==> config.mk <==
export PLATFORM = sky130hd
export DESIGN_NAME = euclidean_distance_stream
export DESIGN_NICKNAME = d
export VERILOG_FILES = /design/src/hw/rtl/eds_pkg.sv /design/src/hw/rtl/euclidean_distance_stream.sv
export VERILOG_INCLUDE_DIRS = /design/src /design/src/hw/rtl
export SDC_FILE = /design/constraint.sdc
export NUM_CORES = 1
export LEC_CHECK = 0
export ABC_AREA = 1
export BUFFER_PORTS_ARGS = -buffer_cell sky130_fd_sc_hd__buf_2
export CAP_MARGIN = 25
export CORE_MARGIN = 1.5
export CORE_UTILIZATION = 40
export CTS_CLUSTER_DIAMETER = 120
export DETAILED_ROUTE_END_ITERATION = 8
export GPL_TIMING_DRIVEN = 0
export PLACE_DENSITY = 0.58
export SYNTH_ARGS = -nofsm -noshare
export SYNTH_HDL_FRONTEND = slang
export SYNTH_SLANG_ARGS = --single-unit
==> constraint.sdc <==
create_clock -name clk_i -period 7.6 [get_ports clk_i]
set_input_delay 0.38 -clock clk_i [delete_from_list [all_inputs] [get_ports clk_i]]
set_output_delay 0.38 -clock clk_i [all_outputs]
set_load 0.05 [all_outputs]
==> src/hw/rtl/euclidean_distance_stream_assert.svh <==
// Assertion macros for the Euclidean distance block.
`ifndef EUCLIDEAN_DISTANCE_STREAM_ASSERT_SVH
`define EUCLIDEAN_DISTANCE_STREAM_ASSERT_SVH

// Check a property on every clock edge outside reset.
`define EDS_ASSERT(lbl, prop, msg) \
  lbl: assert property (@(posedge clk_i) disable iff (!rst_ni) (prop)) else $error(msg);

// Check that a condition implies a consequence in the same cycle.
`define EDS_ASSERT_IMPL(lbl, ante, cons, msg) \
  lbl: assert property (@(posedge clk_i) disable iff (!rst_ni) (ante) |-> (cons)) \
    else $error(msg);

`endif

==> src/hw/rtl/eds_pkg.sv <==
// Types and constants of the Euclidean distance block.
package eds_pkg;

  localparam int unsigned CoordW = 16;
  localparam int unsigned SqW    = 2 * CoordW;
  localparam int unsigned SumW   = 45;
  localparam int unsigned DistW  = 23;
  localparam int unsigned RadW   = 2 * DistW;
  localparam int unsigned RemW   = DistW + 3;
  localparam int unsigned CntW   = $clog2(DistW);

  localparam logic [SumW-1:0]  SumMax  = {SumW{1'b1}};
  localparam logic [DistW-1:0] SatRoot = DistW'(5931641);

  typedef struct packed {
    logic [CoordW-1:0] coord_a;
    logic [CoordW-1:0] coord_b;
    logic              last_coord;
  } eds_in_t;

  typedef struct packed {
    logic [DistW-1:0] distance;
    logic             saturated;
  } eds_out_t;

endpackage

==> src/hw/rtl/euclidean_distance_stream.sv <==
// Streaming Euclidean distance: accumulate squared differences, root on last.
//
// Each transaction carries one coordinate pair. A pair that is not marked last
// has its difference captured, then squared, then accumulated into the 45-bit
// saturating sum. A pair marked last goes through those steps, then 23 steps
// of a restoring square root that shares one 26-bit subtractor, then a load of
// the output register. That load waits while an earlier result is
// still stalled in the output register. The input is stalled while an item is
// in work; a finished result waits in the output register while the next pair
// is taken.
module euclidean_distance_stream (
  input  logic             clk_i,
  input  logic             rst_ni,
  input  logic             in_valid_i,
  output logic             in_stall_o,
  input  eds_pkg::eds_in_t in_data_i,
  output logic             out_valid_o,
  input  logic             out_stall_i,
  output eds_pkg::eds_out_t out_data_o
);
  import eds_pkg::*;

  localparam logic [2:0] StIdle = 3'd0;
  localparam logic [2:0] StMul  = 3'd1;
  localparam logic [2:0] StAcc  = 3'd2;
  localparam logic [2:0] StRoot = 3'd3;
  localparam logic [2:0] StPush = 3'd4;

  logic [2:0]        state_q, state_d;
  logic [CoordW-1:0] diff_q, diff_d;
  logic              last_q, last_d;
  logic [SqW-1:0]    sq_q, sq_d;
  logic [SumW-1:0]   sum_q, sum_d;
  logic              clip_q, clip_d;
  logic              sat_q, sat_d;
  logic [RadW-1:0]   rad_q, rad_d;
  logic [RemW-1:0]   rem_q, rem_d;
  logic [DistW-1:0]  root_q, root_d;
  logic [CntW-1:0]   cnt_q, cnt_d;
  logic              out_valid_q, out_valid_d;
  eds_out_t          out_q, out_d;

  logic              in_fire;
  logic [SumW:0]     sum_add;
  logic              sum_ovf;
  logic [SumW-1:0]   sum_next;
  logic [RemW-1:0]   rem_sh;
  logic [RemW-1:0]   trial;
  logic [RemW:0]     rem_sub;
  logic              ge;

  assign in_fire  = in_valid_i && !in_stall_o;
  assign sum_add  = {1'b0, sum_q} + {{(SumW + 1 - SqW){1'b0}}, sq_q};
  assign sum_ovf  = sum_add[SumW];
  assign sum_next = sum_ovf ? SumMax : sum_add[SumW-1:0];
  assign rem_sh   = {rem_q[RemW-3:0], rad_q[RadW-1 -: 2]};
  assign trial    = {1'b0, root_q, 2'b01};
  assign rem_sub  = {1'b0, rem_sh} - {1'b0, trial};
  assign ge       = !rem_sub[RemW];

  always_comb begin
    state_d     = state_q;
    diff_d      = diff_q;
    last_d      = last_q;
    sq_d        = sq_q;
    sum_d       = sum_q;
    clip_d      = clip_q;
    sat_d       = sat_q;
    rad_d       = rad_q;
    rem_d       = rem_q;
    root_d      = root_q;
    cnt_d       = cnt_q;
    out_valid_d = out_valid_q && out_stall_i;
    out_d       = out_q;
    unique case (state_q)
      StIdle: begin
        if (in_fire) begin
          diff_d  = (in_data_i.coord_a >= in_data_i.coord_b) ?
                    in_data_i.coord_a - in_data_i.coord_b :
                    in_data_i.coord_b - in_data_i.coord_a;
          last_d  = in_data_i.last_coord;
          state_d = StMul;
        end
      end
      StMul: begin
        sq_d    = diff_q * diff_q;
        state_d = StAcc;
      end
      StAcc: begin
        if (last_q) begin
          rad_d   = {{(RadW - SumW){1'b0}}, sum_next};
          sat_d   = clip_q || sum_ovf;
          rem_d   = '0;
          root_d  = '0;
          cnt_d   = CntW'(DistW - 1);
          sum_d   = '0;
          clip_d  = 1'b0;
          state_d = StRoot;
        end else begin
          sum_d   = sum_next;
          clip_d  = clip_q || sum_ovf;
          state_d = StIdle;
        end
      end
      StRoot: begin
        rem_d  = ge ? rem_sub[RemW-1:0] : rem_sh;
        root_d = {root_q[DistW-2:0], ge};
        rad_d  = {rad_q[RadW-3:0], 2'b00};
        cnt_d  = cnt_q - 1'b1;
        if (cnt_q == '0) begin
          state_d = StPush;
        end
      end
      StPush: begin
        if (!out_valid_q || !out_stall_i) begin
          out_valid_d     = 1'b1;
          out_d.distance  = root_q;
          out_d.saturated = sat_q;
          state_d         = StIdle;
        end
      end
      default: begin
        state_d = StIdle;
      end
    endcase
  end

  always_ff @(posedge clk_i or negedge rst_ni) begin
    if (!rst_ni) begin
      state_q     <= StIdle;
      sum_q       <= '0;
      clip_q      <= 1'b0;
      out_valid_q <= 1'b0;
      cnt_q       <= '0;
    end else begin
      state_q     <= state_d;
      sum_q       <= sum_d;
      clip_q      <= clip_d;
      out_valid_q <= out_valid_d;
      cnt_q       <= cnt_d;
    end
  end

  always_ff @(posedge clk_i) begin
    diff_q <= diff_d;
    last_q <= last_d;
    sq_q   <= sq_d;
    sat_q  <= sat_d;
    rad_q  <= rad_d;
    rem_q  <= rem_d;
    root_q <= root_d;
    out_q  <= out_d;
  end

  assign in_stall_o  = (state_q != StIdle);
  assign out_valid_o = out_valid_q;
  assign out_data_o  = out_q;

`include "euclidean_distance_stream_assert.svh"

  `EDS_ASSERT(a_busy_after_accept, in_fire |=> in_stall_o, "input not stalled after transaction")
  `EDS_ASSERT_IMPL(a_clip_sticks, clip_q, sum_q == SumMax, "clip flag set but sum not at maximum")
  `EDS_ASSERT_IMPL(a_sat_root, out_valid_o && out_data_o.saturated,
                   out_data_o.distance == SatRoot, "saturated result with wrong distance")
  `EDS_ASSERT_IMPL(a_root_count, state_q == StRoot, cnt_q <= CntW'(DistW - 1),
                   "root step count out of range")

endmodule
==> impl_metrics.py <==
metrics = {
    "clocking": {
        "clock_sink_count": 221,
        "root_buffer": "clkbuf_16",
        "clk_latency_ns": 0.57,
        "clock_tree.buffer_depth": 3,
        "post-cts-setup-buffer-count": 0,
        "numCtsBuffers": 26,
        "clock_tree_from_tritoncts": "yes",
        "cts.reportedPaths.clkPinSlew_ns": 0.06,
        "clock_tree.htree_level_count": 1,
    },
    "drt": {
        "drc_errors": 0,
        "route.detailed.vias_per_inst": 4.85,
        "dr_wl_met2_um": 27800,
        "routed_wirelength_um": 58700,
        "drt-initial-drc-count": 1142,
        "dr_wl_met3_um": 2110,
        "detail_route.wirelength.met1_um": 26800,
        "total_via_count_in_the_routed_design": 18400,
        "drt-pass1-iter-count": 5,
        "antenna_left": 0,
        "route.detailed.wl_per_inst_um": 15.5,
        "top_layer": "met4",
    },
    "floorplanning": {
        "floorplan.die.width_um": 239,
        "die_area_sq_mm": 0.0572,
        "num_rows": 86,
        "chipHeight_um": 239,
        "initial_core_utilization": 0.405,
        "fp.coreArea_sq_mm": 0.0551,
        "pin_count": 63,
    },
    "synth": {
        "primary_flip_flop_cell_chosen_by_synthesis_mapping": "edfxtp_1",
        "synth.distinct_cells": 54,
        "ys_seq_area_frac": 0.285,
        "most_repeated_cell_in_the_gate_level_netlist_after_synthesis": "nand2_1",
        "synth-async-reset-ratio": 0.249,
        "post_synth_inst_count": 2922,
        "library_cell_with_the_largest_summed_area_after_synthesis": "edfxtp_1",
        "syn-num-nets": 3316,
        "synth_warnings": 0,
        "avgSynthCellArea_sq_um": 7.64,
        "netlist_top_cells_area": "edfxtp_1 22%, fa_1 15%, nand2_1 15%",
        "synth-edff-count": 166,
        "synthDominantCellAreaShare": 0.223,
        "post_synth_most_frequent_cells": "864 x nand2_1, 621 x inv_1, 210 x nor2_1",
        "synth-seq-cells": 221,
        "post_synth_instance_area_sq_mm": 0.0223,
    },
    "sta": {
        "period_minus_slack_ns": 6.74,
        "timing.fmax_ghz": 0.148,
        "final_critical_path_setup_slack_ns": 0.863,
        "fin_setup_tns_ns": 0,
        "transition_time_at_the_pin_with_the_least_slew_margin_ns": 0.859,
        "unrepaired_setup_endpoints_after_global_routing": "no",
        "worst_clock_skew_ns": 0.0257,
        "relSlewSlack": 0.427,
        "final_hold_viol_count": 0,
        "number_of_pins_with_negative_max_slew_slack_in_the_final_report": 0,
        "final.period_utilization": 0.886,
        "setup_viol": 0,
    },
    "cells_and_area": {
        "finalCoreUtilization": 0.446,
        "final_layout_size_suffix_gt1_frac": 0.0632,
        "final_net_count": 3413,
        "stdcell_area_sq_mm": 0.0246,
        "area_growth_pct": 10.0,
        "insertedDiodeCount": 0,
    },
    "critical_path": {
        "maximum_cell_stage_delay_along_the_critical_path_ns": 0.59,
        "depth_of_the_worst_register_to_register_path": 21,
        "worst_setup_path_class": "register to register",
        "path_cells": "clkbuf_1 -> clkbuf_1 -> nand2_1 -> fa_1 -> inv_1 -> fa_1 -> fa_1 -> fa_1 -> fa_1 -> inv_1 -> fa_1 -> inv_1 -> ha_1 -> nand2_1 -> inv_1 -> nand2_1 -> nor3_1 -> nand4_1 -> nand3_1 -> a21oi_1 -> xor2_1",
        "timing.reg2reg.setup_slack_ns": 0.86,
        "crit_path_start_kind": "register",
        "worstPathArrival_ns": 7.03,
        "slowest_stage": "clkbuf_1",
        "crit_fanout": 10,
        "worst_path_dominant_cell_family": "adder cells",
        "setup.worst_path.end_class": "register",
        "cp.depth": 21,
        "crit_required_ns": 7.89,
        "cpMostUsedCell": "fa_1",
        "buffer_and_inverter_count_on_the_worst_path": 6,
    },
    "global_routing": {
        "vias_in_the_first_global_route": 19000,
        "wire_length_of_the_first_global_routing_pass_um": 96700,
        "grtUsageTotal": 0.211,
        "grt_remaining_overflow": 0,
        "grt_start_max_net_pins": 63,
        "antenna_violations_before_repair": 0,
    },
    "placement": {
        "hpwl_um": 49000,
        "port_buffers": 62,
        "dpl_worst_slack_ns": 0.902,
        "placed_cell_area_sq_mm": 0.0237,
        "globalplace.congestion": 0.939,
    },
    "outcome": {
        "status": "complete, no violations",
    },
    "min_path": {
        "min_delay_path_depth": 3,
        "hold_path_class": "input port to register",
    },
    "run": {
        "cap_violations": 0,
    },
}
-- final timing paths --
kind | from | to
worst max-delay path | diff_q[11] | sq_q[30]
worst max register to register | diff_q[11] | sq_q[30]
worst min register to register | root_q[14] | out_data_o[15]
min in group asynchronous | rst_ni | sum_q[33]
worst min-delay path | out_stall_i | out_valid_o
max in group asynchronous | rst_ni | sum_q[14]
-- cells by family after synthesis --
| group | synth area share |
|---|---|
| AO/OA/AOI/OAI | 0.0684 |
| flip-flops | 0.285 |
| buffers and inverters | 0.120 |
| adder cells (fa/ha/maj) | 0.256 |
| AND/OR/NAND/NOR | 0.235 |
| XOR/XNOR | 0.0353 |
| multiplexers | 0.000953 |
-- per-layer routing --
layer	vias to the layer above	global-route usage
met5	-	0
met4	0	0.0723
met3	120	0.0159
met2	410	0.369
met1	8671	0.275
li1	9180	-
-- final cells by class --
type	count	area, sq um
repair buffers	69	420
plain buffers	68	320
clock inverters	12	154
fillers	5652	30500
inverters	630	2370
clock buffers	36	718
flip-flops and latches	221	6360
multi-input cells	2003	13300
well taps	748	936
-- state kept, by name (all words and copies together) (netlist names) --
signal / cells
root_q: 23
out_valid_o: 1
last_q: 1
cnt_q: 5
state_q: 3
sum_q: 45
sq_q: 31
rem_q: 24
sat_q: 1
out_data_o: 24
rad_q: 46
diff_q: 16
clip_q: 1
-- cell usage in the layout (no fill, tap or decap), types with 7 or more instances in the layout --
cell type and n:
dfrtp_1 55, edfxtp_1 166, nand2_1 864, xnor2_1 26, nor3_1 18, nand4_1 22
nand2_2 17, fa_1 165, clkbuf_16 26, a21oi_1 123, nor2_2 7, xor2_1 64
o21ai_1 55, ha_1 192, a21o_1 12, clkbuf_1 54, nor2_1 208, or2_2 7
nand3_1 103, buf_2 70, inv_1 620, o21ai_0 57, nand3_2 11, o21bai_1 13
-- repair_timing --
item	in CTS	in global routing
hold buffers	1	0
resized for setup	0	0
hold endpoints to repair	24	0
-- through the flow --
stage,instances,hold slack (ns)
after CTS,3787,0.00561
after global routing,3787,0.0488
after detailed placement,3738,0.434
after global placement,3732,0.435
after floorplan,2922,0.0844
final,3787,0.0445
-- worst reg2reg max path, delay by kind of cell, from the launching register on --
kind	cells	cell delay, ns
buffers and inverters	6	1.20
xor gates and xnor gates	1	0.17
adders and majority gates	7	3.43
DFF	1	0.43
AOI/OAI and AO/OA	1	0.12
and+or+nand+nor	6	1.12
Power is not shown: default switching activity piles up to over one toggle a cycle in this logic, so the estimate is an artifact.
